### src/rtl/deadline_min_heap_scheduler_top_defines.svh
// assertion macros for the deadline heap scheduler
`ifndef DEADLINE_MIN_HEAP_SCHEDULER_TOP_DEFINES_SVH
`define DEADLINE_MIN_HEAP_SCHEDULER_TOP_DEFINES_SVH
`ifndef SYNTHESIS
`define DMHS_ASSERT(label, clk, rst, prop, msg) \
   label: assert property (@(posedge clk) disable iff (rst) prop) else $error(msg);
`define DMHS_ASSERT_NR(label, clk, prop, msg) \
   label: assert property (@(posedge clk) prop) else $error(msg);
`else
`define DMHS_ASSERT(label, clk, rst, prop, msg)
`define DMHS_ASSERT_NR(label, clk, prop, msg)
`endif
`endif

### src/rtl/dmhs_pkg.sv
// types and constants for the deadline heap scheduler
package dmhs_pkg;
   localparam int unsigned HEAP_CAPACITY_DEFAULT = 16;
   localparam int unsigned TID_W = 8;
   localparam int unsigned TIME_W = 32;
   localparam int unsigned OP_W = 3;
   localparam int unsigned OCC_W = 5;

   localparam logic [OP_W-1:0] OP_INSERT = 3'd0;
   localparam logic [OP_W-1:0] OP_REMOVE = 3'd1;
   localparam logic [OP_W-1:0] OP_PEEK   = 3'd2;
   localparam logic [OP_W-1:0] OP_CHANGE = 3'd3;
   localparam logic [OP_W-1:0] OP_TICK   = 3'd4;

   typedef enum logic [3:0] {
      ST_IDLE,
      ST_UP_RD,
      ST_UP_CMP,
      ST_DN_RD,
      ST_DN_CMP,
      ST_DN_SW,
      ST_SCAN_RD,
      ST_SCAN_CHK,
      ST_TICK_RD,
      ST_TICK_WR,
      ST_PEEK_RD,
      ST_ROOT_RD,
      ST_LAST_LD,
      ST_DONE
   } state_type;

   typedef struct packed {
      logic [TID_W-1:0]         tid;
      logic signed [TIME_W-1:0] deadline;
      logic signed [TIME_W-1:0] remaining;
   } entry_type;

   // strict heap order: lower remaining time, then lower id
   function automatic logic precedes(entry_type a, entry_type b);
      if (a.remaining != b.remaining) return a.remaining < b.remaining;
      return a.tid < b.tid;
   endfunction
endpackage

### src/rtl/deadline_min_heap_scheduler_top.sv
// Deadline heap scheduler: a bounded binary min-heap of tasks ordered by remaining time,
// then task id. One request at a time: busy is high from the accepting edge until the
// rsp_valid cycle. Entries sit in one memory with one read and one write per cycle, and
// every ordering test uses the precedes function. Insert reads and compares the parent at
// each level climbed; remove fetches root and last entry, then reads, compares and swaps
// at each level descended; change deadline scans up to N slots, then rebuilds if the id is
// found; peek and tick rebuild the whole heap (N/2 sift-downs), tick after a decrement
// sweep over all entries. Results appear for one cycle on rsp_valid and cannot be
// stalled. No clearing pass after reset.
`include "deadline_min_heap_scheduler_top_defines.svh"
module deadline_min_heap_scheduler_top #(
   parameter int unsigned HEAP_CAPACITY = dmhs_pkg::HEAP_CAPACITY_DEFAULT
) (
   input  logic                               clock,
   input  logic                               reset,
   input  logic                               start,
   output logic                               busy,
   input  logic [dmhs_pkg::OP_W-1:0]          req_op,
   input  logic [dmhs_pkg::TID_W-1:0]         req_entry_tid,
   input  logic signed [dmhs_pkg::TIME_W-1:0] req_entry_deadline,
   input  logic signed [dmhs_pkg::TIME_W-1:0] req_entry_remaining,
   output logic                               rsp_valid,
   output logic                               rsp_ok,
   output logic [dmhs_pkg::TID_W-1:0]         rsp_out_tid,
   output logic signed [dmhs_pkg::TIME_W-1:0] rsp_out_deadline,
   output logic signed [dmhs_pkg::TIME_W-1:0] rsp_out_remaining,
   output logic [dmhs_pkg::OCC_W-1:0]         rsp_occupancy
);
   localparam int unsigned AW = (HEAP_CAPACITY > 1) ? $clog2(HEAP_CAPACITY) : 1;
   localparam int unsigned CW = $clog2(HEAP_CAPACITY + 1);
   localparam int unsigned IW = AW + 2;

   dmhs_pkg::entry_type mem [HEAP_CAPACITY];

   dmhs_pkg::state_type state_ff, state_in;
   logic [CW-1:0]       count_ff, count_in;
   logic [IW-1:0]       idx_ff, idx_in;       // current node / scan index
   logic [IW-1:0]       best_ff, best_in;
   logic [IW-1:0]       build_ff, build_in;   // root of the rebuild sift-down in progress
   logic [1:0]          phase_ff, phase_in;   // sift-down read phase: self, left, right
   logic                rebuild_ff, rebuild_in;
   dmhs_pkg::entry_type cur_ff, cur_in;       // entry sinking from idx
   dmhs_pkg::entry_type bst_ff, bst_in;       // best entry so far
   dmhs_pkg::entry_type rd_ff;
   logic [dmhs_pkg::OP_W-1:0] op_ff, op_in;
   dmhs_pkg::entry_type req_ff, req_in;
   logic                ok_ff, ok_in;
   dmhs_pkg::entry_type res_ff, res_in;
   logic                valid_ff, valid_in;

   logic                rd_en;
   logic [AW-1:0]       rd_addr;
   logic                wr_en;
   logic [AW-1:0]       wr_addr;
   dmhs_pkg::entry_type wr_data;
   logic                at_done;

   logic [IW-1:0] parent, child_l, child_r, cnt_w;
   assign cnt_w   = IW'(count_ff);
   assign parent  = (idx_ff - IW'(1)) >> 1;
   assign child_l = {idx_ff[IW-2:0], 1'b1};
   assign child_r = child_l + IW'(1);

   always_ff @(posedge clock) begin
      if (wr_en) mem[wr_addr] <= wr_data;
      if (rd_en) rd_ff <= mem[rd_addr];
   end

   always_ff @(posedge clock) begin
      if (reset) begin
         state_ff <= dmhs_pkg::ST_IDLE;
         count_ff <= '0;
         valid_ff <= 1'b0;
      end else begin
         state_ff <= state_in;
         count_ff <= count_in;
         valid_ff <= valid_in;
      end
      idx_ff     <= idx_in;
      best_ff    <= best_in;
      build_ff   <= build_in;
      phase_ff   <= phase_in;
      rebuild_ff <= rebuild_in;
      cur_ff     <= cur_in;
      bst_ff     <= bst_in;
      op_ff      <= op_in;
      req_ff     <= req_in;
      ok_ff      <= ok_in;
      res_ff     <= res_in;
   end

   // next state
   always_comb begin
      state_in = state_ff;
      unique case (state_ff)
         dmhs_pkg::ST_IDLE: begin
            if (start) begin
               case (req_op)
                  dmhs_pkg::OP_INSERT:
                     state_in = (cnt_w < IW'(HEAP_CAPACITY)) ? dmhs_pkg::ST_UP_RD
                                                              : dmhs_pkg::ST_DONE;
                  dmhs_pkg::OP_REMOVE:
                     state_in = (count_ff != '0) ? dmhs_pkg::ST_ROOT_RD : dmhs_pkg::ST_DONE;
                  dmhs_pkg::OP_PEEK:
                     state_in = (count_ff != '0) ? dmhs_pkg::ST_PEEK_RD : dmhs_pkg::ST_DONE;
                  dmhs_pkg::OP_CHANGE:
                     state_in = (count_ff != '0) ? dmhs_pkg::ST_SCAN_RD : dmhs_pkg::ST_DONE;
                  dmhs_pkg::OP_TICK:
                     state_in = (count_ff != '0) ? dmhs_pkg::ST_TICK_RD : dmhs_pkg::ST_DONE;
                  default: state_in = dmhs_pkg::ST_DONE;
               endcase
            end
         end
         dmhs_pkg::ST_UP_RD:  state_in = (idx_ff == '0) ? dmhs_pkg::ST_DONE : dmhs_pkg::ST_UP_CMP;
         dmhs_pkg::ST_UP_CMP: state_in = dmhs_pkg::precedes(req_ff, rd_ff) ? dmhs_pkg::ST_UP_RD
                                                                            : dmhs_pkg::ST_DONE;
         dmhs_pkg::ST_ROOT_RD: state_in = dmhs_pkg::ST_LAST_LD;
         dmhs_pkg::ST_LAST_LD: state_in = dmhs_pkg::ST_DN_RD;
         dmhs_pkg::ST_PEEK_RD: state_in = rebuild_ff ? dmhs_pkg::ST_DONE : dmhs_pkg::ST_DN_RD;
         dmhs_pkg::ST_DN_RD:  state_in = dmhs_pkg::ST_DN_CMP;
         dmhs_pkg::ST_DN_CMP: begin
            if (phase_ff == 2'd2 || (phase_ff == 2'd1 && child_r >= cnt_w) ||
                (phase_ff == 2'd0 && child_l >= cnt_w))
               state_in = dmhs_pkg::ST_DN_SW;
            else
               state_in = dmhs_pkg::ST_DN_RD;
         end
         dmhs_pkg::ST_DN_SW: begin
            if (best_ff != idx_ff) state_in = dmhs_pkg::ST_DN_RD;
            else if (rebuild_ff && build_ff != '0) state_in = dmhs_pkg::ST_DN_RD;
            else if (op_ff == dmhs_pkg::OP_PEEK) state_in = dmhs_pkg::ST_PEEK_RD;
            else state_in = dmhs_pkg::ST_DONE;
         end
         dmhs_pkg::ST_SCAN_RD:  state_in = dmhs_pkg::ST_SCAN_CHK;
         dmhs_pkg::ST_SCAN_CHK: begin
            if (rd_ff.tid == req_ff.tid) state_in = dmhs_pkg::ST_DN_RD;
            else if (idx_ff + IW'(1) >= cnt_w) state_in = dmhs_pkg::ST_DONE;
            else state_in = dmhs_pkg::ST_SCAN_RD;
         end
         dmhs_pkg::ST_TICK_RD: state_in = dmhs_pkg::ST_TICK_WR;
         dmhs_pkg::ST_TICK_WR:
            state_in = (idx_ff + IW'(1) >= cnt_w) ? dmhs_pkg::ST_DN_RD : dmhs_pkg::ST_TICK_RD;
         dmhs_pkg::ST_DONE: state_in = dmhs_pkg::ST_IDLE;
         default: state_in = dmhs_pkg::ST_IDLE;
      endcase
   end

   // datapath and outputs
   always_comb begin
      count_in   = count_ff;
      idx_in     = idx_ff;
      best_in    = best_ff;
      build_in   = build_ff;
      phase_in   = phase_ff;
      rebuild_in = rebuild_ff;
      cur_in     = cur_ff;
      bst_in     = bst_ff;
      op_in      = op_ff;
      req_in     = req_ff;
      ok_in      = ok_ff;
      res_in     = res_ff;
      valid_in   = 1'b0;
      rd_en      = 1'b0;
      rd_addr    = '0;
      wr_en      = 1'b0;
      wr_addr    = '0;
      wr_data    = req_ff;
      unique case (state_ff)
         dmhs_pkg::ST_IDLE: begin
            if (start) begin
               op_in  = req_op;
               req_in = '{tid: req_entry_tid, deadline: req_entry_deadline,
                          remaining: req_entry_remaining};
               ok_in  = 1'b0;
               res_in = '0;
               idx_in = '0;
               phase_in = 2'd0;
               rebuild_in = 1'b0;
               if (req_op == dmhs_pkg::OP_INSERT) begin
                  idx_in = cnt_w;
                  if (cnt_w < IW'(HEAP_CAPACITY)) begin
                     count_in = count_ff + CW'(1);
                     ok_in = 1'b1;
                  end
               end
               if (req_op == dmhs_pkg::OP_TICK) ok_in = 1'b1;
               if (req_op == dmhs_pkg::OP_PEEK || req_op == dmhs_pkg::OP_REMOVE) begin
                  rd_en = 1'b1;
                  rd_addr = '0;
               end
            end
         end
         dmhs_pkg::ST_UP_RD: begin
            if (idx_ff == '0) begin
               wr_en = 1'b1;
               wr_addr = AW'(idx_ff);
            end else begin
               rd_en = 1'b1;
               rd_addr = AW'(parent);
            end
         end
         dmhs_pkg::ST_UP_CMP: begin
            wr_en = 1'b1;
            wr_addr = AW'(idx_ff);
            if (dmhs_pkg::precedes(req_ff, rd_ff)) begin
               wr_data = rd_ff;
               idx_in = parent;
            end
         end
         dmhs_pkg::ST_PEEK_RD: begin
            idx_in = '0;
            phase_in = 2'd0;
            if (rebuild_ff) begin
               // second pass: root now final
               res_in = rd_ff;
               ok_in = 1'b1;
               rebuild_in = 1'b0;
               build_in = '0;
            end else begin
               // idle task on top loses its place while others wait
               if (rd_ff.tid == '0 && count_ff > CW'(1)) begin
                  wr_en = 1'b1;
                  wr_addr = '0;
                  wr_data = '{tid: rd_ff.tid, deadline: rd_ff.deadline,
                              remaining: rd_ff.deadline};
               end
               rebuild_in = 1'b1;
               build_in = cnt_w >> 1;
               if ((cnt_w >> 1) != '0) begin
                  idx_in = (cnt_w >> 1) - IW'(1);
                  build_in = (cnt_w >> 1) - IW'(1);
               end else begin
                  rebuild_in = 1'b0;
               end
            end
         end
         dmhs_pkg::ST_ROOT_RD: begin
            // last entry moves to the root and sinks
            res_in = rd_ff;
            ok_in = 1'b1;
            count_in = count_ff - CW'(1);
            idx_in = '0;
            phase_in = 2'd0;
            rd_en = 1'b1;
            rd_addr = AW'(cnt_w - IW'(1));
         end
         dmhs_pkg::ST_LAST_LD: begin
            cur_in = rd_ff;
            bst_in = rd_ff;
            best_in = '0;
            idx_in = '0;
            phase_in = 2'd1;
         end
         dmhs_pkg::ST_DN_RD: begin
            rd_en = 1'b1;
            unique case (phase_ff)
               2'd0: rd_addr = AW'(idx_ff);
               2'd1: rd_addr = AW'(child_l);
               default: rd_addr = AW'(child_r);
            endcase
         end
         dmhs_pkg::ST_DN_CMP: begin
            unique case (phase_ff)
               2'd0: begin
                  cur_in = rd_ff;
                  bst_in = rd_ff;
                  best_in = idx_ff;
               end
               2'd1: begin
                  if (child_l < cnt_w && dmhs_pkg::precedes(rd_ff, bst_ff)) begin
                     bst_in = rd_ff;
                     best_in = child_l;
                  end
               end
               default: begin
                  if (child_r < cnt_w && dmhs_pkg::precedes(rd_ff, bst_ff)) begin
                     bst_in = rd_ff;
                     best_in = child_r;
                  end
               end
            endcase
            if (phase_ff == 2'd0 && child_l >= cnt_w) phase_in = 2'd2;
            else phase_in = phase_ff + 2'd1;
            if (phase_ff == 2'd0 && child_l >= cnt_w) begin
               bst_in = rd_ff;
               best_in = idx_ff;
            end
         end
         dmhs_pkg::ST_DN_SW: begin
            phase_in = 2'd0;
            wr_en = 1'b1;
            wr_addr = AW'(idx_ff);
            if (best_ff != idx_ff) begin
               // child moves up, the sinking entry stays in cur until it settles
               wr_data = bst_ff;
               idx_in = best_ff;
               bst_in = cur_ff;
               best_in = best_ff;
               phase_in = 2'd1;
            end else begin
               wr_data = cur_ff;
               if (rebuild_ff && build_ff != '0) begin
                  idx_in = build_ff - IW'(1);
                  build_in = build_ff - IW'(1);
               end else begin
                  rebuild_in = 1'b1;
                  if (op_ff == dmhs_pkg::OP_PEEK) begin
                     rd_en = 1'b1;
                     rd_addr = '0;
                  end
               end
            end
         end
         dmhs_pkg::ST_SCAN_RD: begin
            rd_en = 1'b1;
            rd_addr = AW'(idx_ff);
         end
         dmhs_pkg::ST_SCAN_CHK: begin
            if (rd_ff.tid == req_ff.tid) begin
               wr_en = 1'b1;
               wr_addr = AW'(idx_ff);
               wr_data = '{tid: rd_ff.tid, deadline: req_ff.deadline,
                           remaining: req_ff.deadline};
               ok_in = 1'b1;
               rebuild_in = 1'b1;
               phase_in = 2'd0;
               build_in = (cnt_w >> 1);
               idx_in = '0;
               if ((cnt_w >> 1) != '0) begin
                  idx_in = (cnt_w >> 1) - IW'(1);
                  build_in = (cnt_w >> 1) - IW'(1);
               end
            end else begin
               idx_in = idx_ff + IW'(1);
            end
         end
         dmhs_pkg::ST_TICK_RD: begin
            rd_en = 1'b1;
            rd_addr = AW'(idx_ff);
         end
         dmhs_pkg::ST_TICK_WR: begin
            wr_en = 1'b1;
            wr_addr = AW'(idx_ff);
            wr_data = rd_ff;
            if (rd_ff.remaining != {1'b1, {(dmhs_pkg::TIME_W-1){1'b0}}})
               wr_data.remaining = rd_ff.remaining - 32'sd1;
            idx_in = idx_ff + IW'(1);
            if (idx_ff + IW'(1) >= cnt_w) begin
               rebuild_in = 1'b1;
               phase_in = 2'd0;
               idx_in = '0;
               build_in = '0;
               if ((cnt_w >> 1) != '0) begin
                  idx_in = (cnt_w >> 1) - IW'(1);
                  build_in = (cnt_w >> 1) - IW'(1);
               end
            end
         end
         dmhs_pkg::ST_DONE: valid_in = 1'b1;
         default: ;
      endcase
   end

   assign busy              = (state_ff != dmhs_pkg::ST_IDLE);
   assign at_done           = (state_ff == dmhs_pkg::ST_DONE);
   assign rsp_valid         = valid_ff;
   assign rsp_ok            = ok_ff;
   assign rsp_out_tid       = res_ff.tid;
   assign rsp_out_deadline  = res_ff.deadline;
   assign rsp_out_remaining = res_ff.remaining;
   assign rsp_occupancy     = dmhs_pkg::OCC_W'(count_ff);

   `DMHS_ASSERT(a_cnt_cap, clock, reset, count_ff <= CW'(HEAP_CAPACITY), "count over capacity")
   `DMHS_ASSERT(a_valid_idle, clock, reset, rsp_valid |-> !busy, "response while busy")
   `DMHS_ASSERT(a_done_valid, clock, reset, at_done |=> rsp_valid, "done without response")
   `DMHS_ASSERT(a_cnt_stable, clock, reset, (!busy && !start) |=> $stable(count_ff), "count moved while idle")
endmodule
### config.mk
export PLATFORM = sky130hd
export DESIGN_NAME = deadline_min_heap_scheduler_top
export DESIGN_NICKNAME = d
export VERILOG_FILES = /design/src/rtl/dmhs_pkg.sv /design/src/rtl/deadline_min_heap_scheduler_top.sv
export VERILOG_INCLUDE_DIRS = /design/src /design/src/rtl
export SDC_FILE = /design/constraint.sdc
export NUM_CORES = 2
export LEC_CHECK = 0
export ABC_AREA = 1
export BUFFER_PORTS_ARGS = -buffer_cell sky130_fd_sc_hd__buf_2
export CAP_MARGIN = 15
export CORE_MARGIN = 5
export CORE_UTILIZATION = 42
export CTS_BUF_LIST = sky130_fd_sc_hd__clkbuf_4 sky130_fd_sc_hd__clkbuf_8 sky130_fd_sc_hd__clkbuf_16
export DETAILED_ROUTE_END_ITERATION = 12
export GPL_TIMING_DRIVEN = 0
export PLACE_DENSITY_LB_ADDON = 0.15
export RECOVER_POWER = 100
export SKIP_LAST_GASP = 1
export SYNTH_ARGS = -nofsm -noshare
export SYNTH_HDL_FRONTEND = slang
export SYNTH_SLANG_ARGS = --single-unit
### constraint.sdc
create_clock -name clock -period 10.25 [get_ports clock]
set_input_delay 0.5125 -clock clock [delete_from_list [all_inputs] [get_ports clock]]
set_output_delay 0.5125 -clock clock [all_outputs]
set_load 0.01 [all_outputs]
* Yosys cells after proc, flatten, opt, wreduce, memory -nomap -nowiden *
Memories as Yosys holds them, arrays and structs flattened. A register that Yosys moved wholly into a read port is not among the register bits.
Cells that the tools add are included.

cells by class
  add/sub/neg operators = 10
  order comparisons = 11
  equal/unequal tests = 40
  muxes and demuxes = 119
  reduce and logical (&&, ||, !) cells = 44

operators with widths
  kind                                                                   count
  72-bit two-way mux                                                     12
  72-bit one-hot mux with 3 select lines                                 2
  72-bit one-hot mux with 5 select lines                                 1
  72-bit one-hot mux with 2 select lines                                 2
  6-bit two-way mux                                                      16
  32-bit < comparator                                                    2
  32-bit != test                                                         2
  4-bit two-way mux                                                      14
  4-bit one-hot mux with 13 select lines                                 1
  1-bit two-way mux                                                      43
  6-bit one-hot mux with 7 select lines                                  1
  32-bit two-way mux                                                     1
  32-bit != test (second input constant)                                 1
  32-bit by 2-bit subtractor with 32-bit output (second input constant)  1
  4-bit == test (second input constant)                                  6
  2-bit != test (second input constant)                                  12
  6-bit one-hot mux with 2 select lines                                  2
  6-bit one-hot mux with 4 select lines                                  1
  5-bit two-way mux                                                      4
  4-bit one-hot mux with 5 select lines                                  1
  4-bit AND reduction                                                    5
  6-bit by 5-bit >= comparator with 1-bit output                         3
  4-bit by 3-bit == test with 1-bit output (second input constant)       4
  8-bit < comparator                                                     2
  other kinds (51)                                                       85

word-level totals
  register bits = 323
  memory bits (writable) = 1152
  bits of input ports = 78
  output and inout port bits = 80
  logic and storage cells = 247
  memories kept = 1

memories
  name  depth  bits a word  rd ports  clocked after memory_dff  write ports  RTL line                               source
  mem   16     72           1         1                         1            deadline_min_heap_scheduler_top.sv:33  dmhs_pkg::entry_type mem [HEAP_CAPACITY];

* Depth between registers and ports, before layout *
  depth in word-level cells = 12
  depth in mapped cells = 20
  mapped depth without buffers = 20

* Worst setup path before layout *
No wires, ideal clock.

  path kind = register -> register
  from = register state_ff[1]
  to = register, netlist name rd_ff[0]
  setup time = 527 ps
  arrival time = 6660 ps
  required time = 9723 ps
  path slack = 3063 ps
  cell stages (with the launch flop) = 8
  path buffers = 0
  period minus slack after synthesis = 7187 ps
  cell sequence = dfxtp_1 > nor2_1 > inv_1 > nor2_1 > inv_1 > nor2_1 > a21oi_1 > o2111ai_1

between the ends
  word-level cells in the longest chain between the ends = 3
  elaborated cells between the ends (all ways) = 11
  those cells by class = eq/ne (6); mux (2); reduce/logical (3)

RTL lines
  item                                                                    RTL line                                source
  start, declared                                                         deadline_min_heap_scheduler_top.sv:35   dmhs_pkg::state_type state_ff, state_in;
  start signal, assigned                                                  deadline_min_heap_scheduler_top.sv:71   state_ff <= dmhs_pkg::ST_IDLE;
  start signal, assigned                                                  deadline_min_heap_scheduler_top.sv:75   state_ff <= state_in;
  4-bit by 2-bit == test with 1-bit output, or another cell as far along  deadline_min_heap_scheduler_top.sv:168  unique case (state_ff)
  4-bit OR reduction (no source line)                                     --
  1-bit one-hot mux with 4 select lines (*)                               deadline_min_heap_scheduler_top.sv:168
  net rd_en                                                               deadline_min_heap_scheduler_top.sv:51   logic rd_en;

Mark *: on every way through the listed nets, which the timed path passes. The rest lies on a longest branch.
A chain may end at the register's enable or synchronous reset.

* Worst setup path after layout *
  from = register req_ff[70] in the netlist's numbering
  to = memory mem[10][69] in the netlist's numbering, enable pin

between the ends
  word-level cells in the longest chain between the ends = 5
  elaborated cells between the ends (all ways) = 7
  those cells by class = eq/ne (1); mux (6)

RTL lines
  item                                     RTL line                                source
  start, declared                          deadline_min_heap_scheduler_top.sv:46   dmhs_pkg::entry_type req_ff, req_in;
  start signal, assigned                   deadline_min_heap_scheduler_top.sv:87   req_ff <= req_in;
  8-bit == test (*)                        deadline_min_heap_scheduler_top.sv:319  if (rd_ff.tid == req_ff.tid) begin
  1-bit two-way mux                        deadline_min_heap_scheduler_top.sv:319
  1-bit one-hot mux with 4 select lines    deadline_min_heap_scheduler_top.sv:168
  1-bit two-way mux                        deadline_min_heap_scheduler_top.sv:65   if (wr_en) mem[wr_addr] <= wr_data;
  1-bit two-way mux (not written as such)  deadline_min_heap_scheduler_top.sv:65
  end, declared                            deadline_min_heap_scheduler_top.sv:33

Every way passes the cells marked *; elsewhere a longest branch is shown, timed or not.

==> summary.md <==
| Metric | Value |
|---|---|
| Most prevalent standard cell on the critical path | `sky130_fd_sc_hd__nor2_1` |
| Post-Synthesis Net Count | `6,636` |
| Overall track demand over capacity in global routing | `30.71%` |
| Clock insertion delay at the later pin of the skew report | `0.83 ns` |
| Vias | `52,460` |
| Biggest cell delay along the critical path | `1.66 ns` |
| Proportion of synthesized flip-flops having asynchronous set or reset | `0%` |
| Primary flip-flop cell chosen by synthesis mapping | `sky130_fd_sc_hd__edfxtp_1` |
| Post-Layout Cell Count | `9,259` |
| Max Transition Viols Final | `931` |
| Detailed-placement wirelength estimate | `196,300 um` |
| Seq/Total Area, Yosys | `66.44%` |
| Placed cell count | `8,854` |
| Setup crit end kind | `flop` |
| Detailed Route Iter0 Violations | `6,303` |
| Initial antenna violation count | `20` |
| Syn. warnings | `0` |
| Post-layout util | `48.58%` |
| Post-cts hold buffer count | `76` |
| Final routed wirelength across all metal layers | `272,200 um` |
| Remaining global-route overflow | `0` |
| Most frequently used cell type in the post-synthesis netlist | `sky130_fd_sc_hd__edfxtp_1` |
| Routed wire per std cell | `29.40 um` |
| Y dimension of the die | `417.6 um` |
| IR drop worst, VDD | `213.1 uV` |
| Clock Tree Buf Depth | `3` |
| Number of placement rows | `149` |
| Maximum number of pins on one net before global-route repair | `41` |
| Antenna Violating Nets Remaining | `0` |
| Critical path startpoint category | `flop` |
| Number of buffers inserted by post-CTS setup repair | `0` |
| Die extent in x | `417.6 um` |
| Post-synth EDFFs | `1,537` |
| Drt first pass iters | `7` |
| Top-Level Pins | `158` |
| Root buffer cell | `sky130_fd_sc_hd__clkbuf_16` |
| Length of routed met3 wiring | `23,500 um` |
| Register clock-pin slew on the reported worst setup and hold paths | `0.06 ns` |
| Final RePlAce weighted congestion | `0.9890` |
| Maximum capacitance violations | `42` |
| Transition at the pin with the smallest max-transition slack | `2.804 ns` |
| Clock skew after layout | `0.06938 ns` |
| Number of CTS-inserted buffers | `172` |
| Overall die area | `174,400 um2` |
| Outcome | `complete, but fails checks` |
| Setup repair after global routing missed its margin | `no` |
| Core box area | `165,000 um2` |
| Final clock period utilization by the worst path | `76.94%` |
| Post-route minimum period | `7.886 ns` |
| Via/cell ratio | `5.666` |
| Cell Chain, Critical Path | `ha_1 -> nand2_1 -> nor2_1 -> nand2_1 -> nor2_1 -> clkinv_1 -> nand2_1 -> inv_1 -> nor2_1 -> inv_1 -> nor2_1 -> inv_1 -> nor2_1 -> clkbuf_1` |
| Number of filler cells placed in the layout | `15,140` |
| Violated checks | `max-capacitance violations, max-slew violations` |
| Path category of the worst min-delay check | `input pin to flop` |
| Data required time at the worst endpoint | `10.66 ns` |
| Max frequency | `126.8 MHz` |
| CP max-delay cell | `sky130_fd_sc_hd__nor2_1` |
| Power per standard cell area | `361.4 nW/um2` |
| Detailed route wirelength on metal2 | `121,400 um` |
| Port Buffers | `157` |
| Number of distinct library cell variants in the gate-level netlist after synthesis | `53` |
| Initial core utilization | `42.29%` |
| Met1 wire length | `111,100 um` |
| Area added between synthesis and finish | `14.87%` |
| Combined area of all synthesized cells | `69,770 um2` |
| Uppermost layer routed | `met5` |
| Biggest fanout along the worst timing path | `17` |
| Largest delay contributor family on the critical path | `simple AND/OR/NAND/NOR gates` |
| Flops & latches, synth | `1,547` |
| Number of global-route vias before repair | `50,090` |
| Cell count after synthesis | `6,450` |
| CTS tree | `yes` |
| Leakage power figure | `29.43 nW` |
| Classification of the worst setup path | `flop to flop` |
| DRC Markers | `0` |
| Synthesized area per cell | `10.82 um2` |
| Fraction of final layout cells with drive strength greater than 1 | `8.331%` |
| Clock net sink count | `1,547` |
| Top cell type by total area after synthesis | `sky130_fd_sc_hd__edfxtp_1` |
| Relative slew slack | `-87.59%` |
| Count of final setup violators | `0` |
| Ranking of synthesized cells by area | `sky130_fd_sc_hd__edfxtp_1 (66%), sky130_fd_sc_hd__nand2_1 (5.7%), sky130_fd_sc_hd__nand3_1 (5.1%)` |
| Pwr Total | `28.97 mW` |
| Maximum level of the CTS H-tree | `4` |
| # resized after CTS | `0` |
| Proportion of netlist area held by the largest area contributor | `66.15%` |
| Top cell types by occurrence after synthesis | `sky130_fd_sc_hd__edfxtp_1 (1,537), sky130_fd_sc_hd__nand2_1 (1,054), sky130_fd_sc_hd__nor2_1 (840)` |
| Final-layout setup total negative slack | `0 ns` |
| Hold Violations, Final | `0` |
| Buffering stage count on the worst path with inverters included | `5` |
| Number of nets in the final layout | `7,102` |
| Arrival @ worst endpoint | `8.30 ns` |
| First-pass GRT wire length | `380,400 um` |
==> worst register-to-register path, stage by stage, from the launching register on <==
cell,delay (ns)
sky130_fd_sc_hd__edfxtp_1,0.56
sky130_fd_sc_hd__ha_1,0.37
sky130_fd_sc_hd__nand2_1,0.06
sky130_fd_sc_hd__nor2_1,0.26
sky130_fd_sc_hd__nand2_1,0.29
sky130_fd_sc_hd__nor2_1,0.95
sky130_fd_sc_hd__clkinv_1,0.96
sky130_fd_sc_hd__nand2_1,0.39
sky130_fd_sc_hd__inv_1,0.09
sky130_fd_sc_hd__nor2_1,0.12
sky130_fd_sc_hd__inv_1,0.05
sky130_fd_sc_hd__nor2_1,0.32
sky130_fd_sc_hd__inv_1,0.15
sky130_fd_sc_hd__nor2_1,1.66
sky130_fd_sc_hd__clkbuf_1,1.23
==> cells by family after synthesis <==
kind of cell | share of synthesized area [%]
buf+inv | 6.045
flops | 66.44
xor+xnor | 0.3640
fa+ha+maj | 1.937
compound gates | 8.842
simple gates | 16.38
==> cell type report <==
| cell class | instances | area [um2] | share of cell area [%] |
|---|---|---|---|
| inverter | 637 | 2400 | 2.994 |
| multi-input combinational | 3912 | 19160 | 23.91 |
| sequential | 1547 | 46350 | 57.84 |
| clock buffer | 210 | 4624 | 5.770 |
| antenna | 12 | 30.03 | 0.03747 |
| buffer | 354 | 1805 | 2.253 |
| timing repair buffer | 292 | 2019 | 2.520 |
| tap | 2189 | 2739 | 3.417 |
| clock inverter | 106 | 1013 | 1.264 |
==> sequential cells by signal, indices dropped and copies added (netlist names), 4 cells and up <==
register / count
rsp_out_deadline: 32
rd_ff: 72
req_ff: 72
idx_ff: 6
best_ff: 6
mem: 1152
bst_ff: 72
state_ff: 4
rsp_out_tid: 8
rsp_occupancy: 5
build_ff: 6
rsp_out_remaining: 32
cur_ff: 72
==> path summary, 6_finish.rpt <==
check / start / to / slack (ns) / cells past startpoint
worst max-delay path: req_ff[70]$_DFFE_PP_ / mem[10][69]$_DFFE_PP_ / 2.36 / 14
worst min register to register: rd_ff[56]$_DFFE_PP_ / cur_ff[56]$_DFFE_PP_ / 0.50 / 0
worst max register to register: req_ff[70]$_DFFE_PP_ / mem[10][69]$_DFFE_PP_ / 2.36 / 14
worst min-delay path: start / rsp_occupancy[0]$_SDFFE_PP0P_ / 0.24 / 5
==> per-layer routing <==
layer / track usage, % / up-vias
li1: - / 23580
met1: 42.15 / 25780
met2: 47.98 / 2552
met4: 15.07 / 4
met5: 0 / -
met3: 4.769 / 544
==> per-stage QoR <==
stage	setup WS (ns)	hold WS (ns)	instance area, um2
6_report	2.364	0.2443	80150
5_1_grt	2.262	0.2770	80120
4_1_cts	4.718	0.1997	81060
3_5_place_dp	4.735	0.4879	74660
3_3_place_gp	-1.383	0.4780	73300
2_1_floorplan	3.063	0.4503	69770
==> power by group <==
group	leakage, nW	internal (mW)	switching (mW)	total, mW
combinational	12.6	2.86	9.53	12.4
sequential	14.1	9.62	0.814	10.4
clock	2.77	3.51	2.63	6.14
==> cell usage in the layout, fill, tap and decap left out, types with 60 or more instances in the layout <==
cell type / count
sky130_fd_sc_hd__o211ai_1: 292
sky130_fd_sc_hd__ha_1: 108
sky130_fd_sc_hd__nand3_1: 716
sky130_fd_sc_hd__edfxtp_1: 1537
sky130_fd_sc_hd__inv_1: 619
sky130_fd_sc_hd__clkbuf_16: 174
sky130_fd_sc_hd__nand2_1: 1058
sky130_fd_sc_hd__o21ai_1: 231
sky130_fd_sc_hd__buf_2: 201
sky130_fd_sc_hd__clkbuf_1: 252
sky130_fd_sc_hd__o21ai_0: 303
sky130_fd_sc_hd__o22ai_1: 60
sky130_fd_sc_hd__a21oi_1: 102
sky130_fd_sc_hd__dlygate4sd3_1: 76
sky130_fd_sc_hd__nor2_1: 845
Power figures use the tool's default switching activity.
